<file path="config.mk">
export PLATFORM = sky130hd
export DESIGN_NAME = dual_circular_queue_shared_array_core
export DESIGN_NICKNAME = d
export VERILOG_FILES = /design/src/design/dcq_pkg.sv /design/src/design/dcq_ctrl.sv /design/src/design/dcq_dpath.sv /design/src/design/dual_circular_queue_shared_array_core.sv
export VERILOG_INCLUDE_DIRS = /design/src /design/src/design
export SDC_FILE = /design/constraint.sdc
export NUM_CORES = 1
export LEC_CHECK = 0
export BUFFER_PORTS_ARGS = -buffer_cell sky130_fd_sc_hd__buf_4
export CAP_MARGIN = 40
export CORE_MARGIN = 5
export CORE_UTILIZATION = 60
export DETAILED_ROUTE_END_ITERATION = 12
export PLACE_DENSITY_LB_ADDON = 0.05
export SYNTH_ARGS = -nofsm -noshare
export SYNTH_HDL_FRONTEND = slang
export SYNTH_HIERARCHICAL = 1
export SYNTH_SLANG_ARGS = --single-unit
</file>
<file path="constraint.sdc">
create_clock -name clk_i -period 12.6 [get_ports clk_i]
set_input_delay 0.63 -clock clk_i [delete_from_list [all_inputs] [get_ports clk_i]]
set_output_delay 0.63 -clock clk_i [all_outputs]
set_load 0.02 [all_outputs]
</file>
<file path="src/design/assert_macros.svh">
// assertion macros shared by the design modules
`ifndef ASSERT_MACROS_SVH
`define ASSERT_MACROS_SVH

// same-cycle implication, checked outside reset
`define ASSERT_IMPL(lbl, ante, cons) \
  lbl: assert property (@(posedge clk_i) disable iff (!rst_ni) (ante) |-> (cons)) \
    else $error("assertion failed");

// next-cycle implication, checked outside reset
`define ASSERT_NEXT(lbl, ante, cons) \
  lbl: assert property (@(posedge clk_i) disable iff (!rst_ni) (ante) |=> (cons)) \
    else $error("assertion failed");

`endif

</file>
<file path="src/design/dcq_pkg.sv">
// types, constants and helpers for the dual circular queue
package dcq_pkg;

  // sizing
  localparam int HALF_DEPTH = 4;
  localparam int WORD_WIDTH = 32;
  localparam int VALUE_W    = 32;
  localparam int STATUS_W   = 2;
  localparam int IDX_W      = $clog2(HALF_DEPTH);
  localparam int ADDR_W     = $clog2(2 * HALF_DEPTH);
  localparam int DEPTH      = 2 * HALF_DEPTH;

  typedef logic [IDX_W-1:0]      idx_t;
  typedef logic [ADDR_W-1:0]     addr_t;
  typedef logic [WORD_WIDTH-1:0] word_t;

  // word returned by a refused dequeue
  localparam logic signed [VALUE_W-1:0] EMPTY_READ = -32'sd999;

  // action codes
  localparam logic ACT_ENQ = 1'b0;
  localparam logic ACT_DEQ = 1'b1;

  // result status codes
  typedef enum logic [STATUS_W-1:0] {
    ST_OK    = 2'd0,
    ST_FULL  = 2'd1,
    ST_EMPTY = 2'd2
  } status_e;

  // controller states
  typedef enum logic [1:0] {
    CS_IDLE,
    CS_EXEC,
    CS_RESP
  } ctl_state_e;

  // controller to datapath commands
  typedef struct packed {
    logic load_item;
    logic exec;
    logic load_out;
  } ctl_cmd_t;

  // datapath to controller status
  typedef struct packed {
    logic out_free;
  } dp_stat_t;

  // next index within one half, wrapping to the base
  function automatic idx_t wrap_next(input idx_t idx);
    idx_t n;
    n = (idx == IDX_W'(HALF_DEPTH - 1)) ? '0 : idx + 1'b1;
    return n;
  endfunction

  // absolute slot of an index in the selected half
  function automatic addr_t slot_addr(input logic sel, input idx_t idx);
    addr_t a;
    a = ADDR_W'(idx) + (sel ? ADDR_W'(HALF_DEPTH) : '0);
    return a;
  endfunction

endpackage

</file>
<file path="src/design/dcq_ctrl.sv">
// sequencing state machine for the dual circular queue
`include "assert_macros.svh"

module dcq_ctrl (
  input  logic              clk_i,
  input  logic              rst_ni,
  input  logic              in_valid_i,
  output logic              in_ready_o,
  input  dcq_pkg::dp_stat_t stat_i,
  output dcq_pkg::ctl_cmd_t cmd_o
);
  import dcq_pkg::*;

  ctl_state_e state_q, state_d;

  // state register
  always_ff @(posedge clk_i or negedge rst_ni) begin
    if (!rst_ni) begin
      state_q <= CS_IDLE;
    end else begin
      state_q <= state_d;
    end
  end

  // next state and commands
  always_comb begin
    state_d         = state_q;
    in_ready_o      = 1'b0;
    cmd_o.load_item = 1'b0;
    cmd_o.exec      = 1'b0;
    cmd_o.load_out  = 1'b0;
    unique case (state_q)
      CS_IDLE: begin
        in_ready_o = 1'b1;
        if (in_valid_i) begin
          cmd_o.load_item = 1'b1;
          state_d         = CS_EXEC;
        end
      end
      CS_EXEC: begin
        cmd_o.exec = 1'b1;
        state_d    = CS_RESP;
      end
      CS_RESP: begin
        if (stat_i.out_free) begin
          cmd_o.load_out = 1'b1;
          state_d        = CS_IDLE;
        end
      end
      default: begin
        state_d = CS_IDLE;
      end
    endcase
  end

  `ASSERT_NEXT(a_accept_to_exec, in_valid_i && in_ready_o, state_q == CS_EXEC)
  `ASSERT_IMPL(a_cmd_onehot, 1'b1, $onehot0({cmd_o.load_item, cmd_o.exec, cmd_o.load_out}))
  `ASSERT_IMPL(a_load_when_free, cmd_o.load_out, stat_i.out_free)

endmodule

</file>
<file path="src/design/dcq_dpath.sv">
// pointers, shared slot array and output register of the dual circular queue
`include "assert_macros.svh"

module dcq_dpath (
  input  logic                                clk_i,
  input  logic                                rst_ni,
  input  dcq_pkg::ctl_cmd_t                   cmd_i,
  output dcq_pkg::dp_stat_t                   stat_o,
  input  logic                                in_action_i,
  input  logic                                in_queue_sel_i,
  input  logic signed [dcq_pkg::VALUE_W-1:0]  in_value_i,
  output logic                                out_valid_o,
  input  logic                                out_ready_i,
  output logic signed [dcq_pkg::VALUE_W-1:0]  out_read_value_o,
  output logic [dcq_pkg::STATUS_W-1:0]        out_status_o
);
  import dcq_pkg::*;

  // latched item
  logic                       action_q;
  logic                       sel_q;
  logic signed [VALUE_W-1:0]  value_q;

  // per-queue pointers
  idx_t head_q  [2];
  idx_t head_d  [2];
  idx_t tail_q  [2];
  idx_t tail_d  [2];
  logic empty_q [2];
  logic empty_d [2];

  // shared slot array
  word_t mem_q [DEPTH];
  logic  mem_we;
  logic  mem_re;
  addr_t wr_addr;
  addr_t rd_addr;
  word_t wr_word;
  word_t rd_q;

  // response stage
  status_e status_q, status_d;
  logic    use_mem_q, use_mem_d;

  // output register
  logic                      out_valid_q;
  logic signed [VALUE_W-1:0] out_value_q;
  status_e                   out_status_q;
  logic signed [VALUE_W-1:0] rsp_value;

  // selected queue view
  idx_t sel_head;
  idx_t sel_tail;
  logic sel_empty;
  idx_t tail_next;
  idx_t head_next;

  assign sel_head  = head_q[sel_q];
  assign sel_tail  = tail_q[sel_q];
  assign sel_empty = empty_q[sel_q];
  assign tail_next = wrap_next(sel_tail);
  assign head_next = wrap_next(sel_head);
  assign wr_word   = WORD_WIDTH'(value_q);

  // item capture
  always_ff @(posedge clk_i) begin
    if (cmd_i.load_item) begin
      action_q <= in_action_i;
      sel_q    <= in_queue_sel_i;
      value_q  <= in_value_i;
    end
  end

  // enqueue and dequeue decision
  always_comb begin
    head_d    = head_q;
    tail_d    = tail_q;
    empty_d   = empty_q;
    mem_we    = 1'b0;
    mem_re    = 1'b0;
    wr_addr   = slot_addr(sel_q, '0);
    rd_addr   = slot_addr(sel_q, sel_head);
    status_d  = ST_OK;
    use_mem_d = 1'b0;
    if (cmd_i.exec) begin
      if (action_q == ACT_ENQ) begin
        if (sel_empty) begin
          head_d[sel_q]  = '0;
          tail_d[sel_q]  = '0;
          empty_d[sel_q] = 1'b0;
          mem_we         = 1'b1;
        end else if (tail_next == sel_head) begin
          status_d = ST_FULL;
        end else begin
          tail_d[sel_q] = tail_next;
          wr_addr       = slot_addr(sel_q, tail_next);
          mem_we        = 1'b1;
        end
      end else begin
        if (sel_empty) begin
          status_d = ST_EMPTY;
        end else begin
          mem_re    = 1'b1;
          use_mem_d = 1'b1;
          if (sel_head == sel_tail) begin
            head_d[sel_q]  = '0;
            tail_d[sel_q]  = '0;
            empty_d[sel_q] = 1'b1;
          end else begin
            head_d[sel_q] = head_next;
          end
        end
      end
    end
  end

  // pointer registers
  always_ff @(posedge clk_i or negedge rst_ni) begin
    if (!rst_ni) begin
      head_q[0]  <= '0;
      head_q[1]  <= '0;
      tail_q[0]  <= '0;
      tail_q[1]  <= '0;
      empty_q[0] <= 1'b1;
      empty_q[1] <= 1'b1;
    end else begin
      head_q  <= head_d;
      tail_q  <= tail_d;
      empty_q <= empty_d;
    end
  end

  // slot array, at most one access per item
  always_ff @(posedge clk_i) begin
    if (mem_we) begin
      mem_q[wr_addr] <= wr_word;
    end
    if (mem_re) begin
      rd_q <= mem_q[rd_addr];
    end
  end

  // response kind
  always_ff @(posedge clk_i) begin
    if (cmd_i.exec) begin
      status_q  <= status_d;
      use_mem_q <= use_mem_d;
    end
  end

  // response word
  always_comb begin
    if (use_mem_q) begin
      rsp_value = VALUE_W'(signed'(rd_q));
    end else if (status_q == ST_EMPTY) begin
      rsp_value = EMPTY_READ;
    end else begin
      rsp_value = '0;
    end
  end

  // output register valid
  always_ff @(posedge clk_i or negedge rst_ni) begin
    if (!rst_ni) begin
      out_valid_q <= 1'b0;
    end else if (cmd_i.load_out) begin
      out_valid_q <= 1'b1;
    end else if (out_ready_i) begin
      out_valid_q <= 1'b0;
    end
  end

  // output register payload
  always_ff @(posedge clk_i) begin
    if (cmd_i.load_out) begin
      out_value_q  <= rsp_value;
      out_status_q <= status_q;
    end
  end

  assign stat_o.out_free  = !out_valid_q || out_ready_i;
  assign out_valid_o      = out_valid_q;
  assign out_read_value_o = out_value_q;
  assign out_status_o     = out_status_q;

  `ASSERT_NEXT(a_deq_empty_status, cmd_i.exec && action_q == ACT_DEQ && sel_empty,
               status_q == ST_EMPTY)
  `ASSERT_NEXT(a_enq_fills, cmd_i.exec && action_q == ACT_ENQ, !empty_q[sel_q])
  `ASSERT_IMPL(a_empty0_at_base, empty_q[0], head_q[0] == '0 && tail_q[0] == '0)
  `ASSERT_IMPL(a_empty1_at_base, empty_q[1], head_q[1] == '0 && tail_q[1] == '0)

endmodule

</file>
<file path="src/design/dual_circular_queue_shared_array_core.sv">
// top level of the dual circular queue sharing one slot array
//
//   channel   direction  tdata                 tuser
//   s_axis    in         [31:0] value          [0] action, [1] queue_sel
//   m_axis    out        [31:0] read_value     [1:0] status
//
// an item passes the transfer, then the pointer update and the single slot-array
// access, then the load of the output register
// the output register decouples the sides: a new item is taken while a result waits
// a result that cannot enter the occupied output register holds the item in response
// reset clears both queues to empty; the slot array is not cleared
module dual_circular_queue_shared_array_core (
  input  logic                               clk_i,
  input  logic                               rst_ni,
  input  logic                               s_axis_tvalid,
  output logic                               s_axis_tready,
  input  logic [dcq_pkg::VALUE_W-1:0]        s_axis_tdata,  // [31:0] value
  input  logic [1:0]                         s_axis_tuser,  // [0] action, [1] queue_sel
  output logic                               m_axis_tvalid,
  input  logic                               m_axis_tready,
  output logic [dcq_pkg::VALUE_W-1:0]        m_axis_tdata,  // [31:0] read_value
  output logic [dcq_pkg::STATUS_W-1:0]       m_axis_tuser   // [1:0] status
);
  import dcq_pkg::*;

  ctl_cmd_t                  cmd;
  dp_stat_t                  stat;
  logic signed [VALUE_W-1:0] read_value;

  // sequencing
  dcq_ctrl u_ctrl (
    .clk_i      (clk_i),
    .rst_ni     (rst_ni),
    .in_valid_i (s_axis_tvalid),
    .in_ready_o (s_axis_tready),
    .stat_i     (stat),
    .cmd_o      (cmd)
  );

  // queue state and storage
  dcq_dpath u_dpath (
    .clk_i            (clk_i),
    .rst_ni           (rst_ni),
    .cmd_i            (cmd),
    .stat_o           (stat),
    .in_action_i      (s_axis_tuser[0]),
    .in_queue_sel_i   (s_axis_tuser[1]),
    .in_value_i       (signed'(s_axis_tdata)),
    .out_valid_o      (m_axis_tvalid),
    .out_ready_i      (m_axis_tready),
    .out_read_value_o (read_value),
    .out_status_o     (m_axis_tuser)
  );

  assign m_axis_tdata = unsigned'(read_value);

endmodule
</file>
==> impl_metrics.env <==
export IMPL_cts_htree_levels=2
export IMPL_syn_inst=876
export IMPL_grt_max_degree=51
export IMPL_reg2reg_slack_ns=9.40
export IMPL_io_pins=74
export IMPL_critical_path_class="reg2reg"
export IMPL_use_met2_pct=35.7
export IMPL_crit_required_ns=12.81
export IMPL_gr_usage_met3_pct=3.32
export IMPL_final_area_um2=16700
export IMPL_ant_nets=0
export IMPL_drtPass1Iterations=5
export IMPL_grt_overflow_total=0
export IMPL_hold_path_class="in2reg"
export IMPL_insertion_delay_ns=0.51
export IMPL_synth_area_per_cell_um2=16.4
export IMPL_synth_area_leader_cell="edfxtp_1"
export IMPL_ys_flop_type="edfxtp_1"
export IMPL_root_buffer="clkbuf_16"
export IMPL_cts_tree="built"
export IMPL_place_gp_congestion=0.828
export IMPL_setup_viol=0
export IMPL_dpl_instance_area_um2=15500
export IMPL_antenna_found_initial=0
export IMPL_synth_top_family_by_area="multiplexers"
export IMPL_rsz0062_at_grt="false"
export IMPL_synth_edf_count=359
export IMPL_cts_buffers=37
export IMPL_slew_violations=0
export IMPL_synth_seq_area_share_pct=77.3
export IMPL_finalHoldViolations=0
export IMPL_synthToLayoutAreaGrowth_pct=16.0
export IMPL_synth_compound_area_share_pct=6.36
export IMPL_ys_ff_latch=372
export IMPL_die_w_um=165
export IMPL_routed_via_count=7613
export IMPL_cts_setup_buffers=0
export IMPL_powerDensity_nw_per_um2=193
export IMPL_initial_core_util_pct=61.0
export IMPL_drv_cap=0
export IMPL_die_h_um=165
export IMPL_critPathLaunchType="flip-flop"
export IMPL_drc=0
export IMPL_first_global_vias=7831
export IMPL_min_period_over_period_pct=25.4
export IMPL_synth_most_common_cell="edfxtp_1"
export IMPL_top_usage_layer="met2"
export IMPL_arrival_ns=3.40
export IMPL_clock_skew_ns=0.0149
export IMPL_viasPerCell=5.82
export IMPL_rows=56
export IMPL_layout_drive_gt1_share_pct=17.6
export IMPL_port_buffers=73
export IMPL_slew_headroom_pct=51.1
export IMPL_yosys_mux_area_fraction_pct=7.32
export IMPL_wl_per_cell_um=21.6
export IMPL_status="complete, no violations"
export IMPL_synth_simple_area_share_pct=6.17
export IMPL_path_clk_slew_ns=0.06
export IMPL_synthTopCellsByArea="edfxtp_1 (75%), mux2i_1 (6.6%), nor2_1 (2.0%), dfrtp_1 (1.9%), nand2_1 (1.8%)"
export IMPL_cp_max_fo=49
export IMPL_design_die_area_um2=27100
export IMPL_synth_nets=917
export IMPL_gr_usage_all_layers_pct=21.4
export IMPL_async_flop_share_pct=3.49
export IMPL_dp_hpwl_um=16700
export IMPL_grt_util_met1_pct=30.5
export IMPL_holdBufCountCts=1
export IMPL_setup_tns_ns=0
export IMPL_clockBufferDepth=3
export IMPL_fin_crit_ns=3.20
export IMPL_core_um2=23500
export IMPL_diodes=0
export IMPL_synthTopCellsByCount="edfxtp_1 (359), mux2i_1 (95), nor2_1 (78), nand2_1 (69), o22ai_1 (38)"
export IMPL_endpoint_kind="flip-flop"
export IMPL_worst_pin_slew_ns=0.732
export IMPL_drt_iter0_drc=547
export IMPL_ys_warnings_count=6
export IMPL_clock_sinks=372
export IMPL_grt_pass1_wl_um=44200
export IMPL_syn_cell_area_um2=14400
export IMPL_power_leakage_nw=5.77
export IMPL_synth_top_area_share_pct=75.0
export IMPL_wirelength_um=28200
export IMPL_final_nets=1001
export IMPL_max_freq_ghz=0.313
export IMPL_peakVddDrop_mv=0.111
export IMPL_post_cts_resized=0
export IMPL_synthAdderAreaFrac_pct=0.261
export IMPL_synth_distinct_cells=50
export IMPL_synth_xor_area_share_pct=0.679
[stage by stage]
stage	hold slack (ns)	std cells	utilization (%)	setup slack, ns	total power, mW
6_report	0.295	1307	70.8	9.40	3.22
5_1_grt	0.274	1307	70.8	9.23	3.35
4_1_cts	0.278	1307	70.8	9.39	3.24
3_5_place_dp	0.433	1239	65.9	9.39	2.23
3_3_place_gp	0.426	1227	64.8	8.96	2.18
2_1_floorplan	0.334	876	-	8.42	2.02
[routing by layer]
metal  up-vias  part of all wire (%)
met3        41                   5.0
met2       228                    50
met4         0                   1.4
met5         -                     0
met1      3834                    44
li1       3510                     -
[layout make-up]
class	count	area [µm²]
Sequential cell	372	11100
Inverter	5	21.3
Tap cell	319	399
Fill cell	1514	6880
Clock inverter	23	144
Timing Repair Buffer	99	933
Clock buffer	44	983
Multi-Input combinational cell	445	3070
[where the power goes]
part / leakage [nW] / total (mW) / internal, mW / switching (mW)
clock network: 0.556 / 1.01 / 0.579 / 0.430
registers: 3.43 / 1.57 / 1.50 / 0.0699
logic: 1.78 / 0.634 / 0.255 / 0.379
[worst max-delay path, cell delays in order, from the launching register on]
cell and delay (ns):
edfxtp_1 0.36, buf_4 0.55, mux2_4 0.48, buf_16 0.26, a211o_1 0.41, nor2_4 0.55
buf_16 0.24
[path summary, 6_finish.rpt]
kind                                                    to  cells past startpoint                start
max in group asynchronous       asynchronous set/reset pin                      2               rst_ni
worst min register to register     u_dpath/out_status_o[1]                      0  u_dpath/status_q[1]
worst max-delay path                   u_dpath/mem_q[5][8]                      6        u_dpath/sel_q
worst max register to register         u_dpath/mem_q[5][8]                      6        u_dpath/sel_q
min in group asynchronous                u_dpath/head_q[2]                      2               rst_ni
worst min-delay path                   u_dpath/value_q[14]                      1     s_axis_tdata[14]
[sequential cells by signal, indices dropped and copies added (netlist names), 2 cells and up, named ones only]
signal / count
u_dpath/tail_q: 4
u_dpath/out_read_value_o: 32
u_dpath/out_status_o: 2
u_dpath/head_q: 4
u_dpath/mem_q: 256
u_ctrl/state_q: 2
u_dpath/status_q: 2
u_dpath/rd_q: 32
u_dpath/value_q: 32
[cell families after synthesis]
| kind of cell | count (synthesis) |
|---|---|
| simple gates | 199 |
| fa+ha+maj | 3 |
| mux | 103 |
| xor+xnor | 8 |
| flops | 372 |
| buf+inv | 59 |
| compound gates | 132 |
[cells in the final DEF (no fill, tap or decap), types with 3 or more instances in the layout]
cell       instances
a21o_1            30
nor2_1            72
xnor2_1            6
o21ai_1           13
a211oi_1          13
nor3_1             4
nand3_1            5
buf_16             5
a21oi_1           13
buf_4             86
mux2i_1           93
buf_12             7
dfrtp_1           11
and2_1             9
inv_1              3
edfxtp_1         359
clkinv_1          11
nor2b_1           17
nand2_1           69
clkbuf_16         38
clkinv_2           8
mux2_1             4
o22ai_1           38
clkbuf_1           5
ha_1               3
a311o_1           13
nor2_4             6
(Power assumes the default switching activity.)
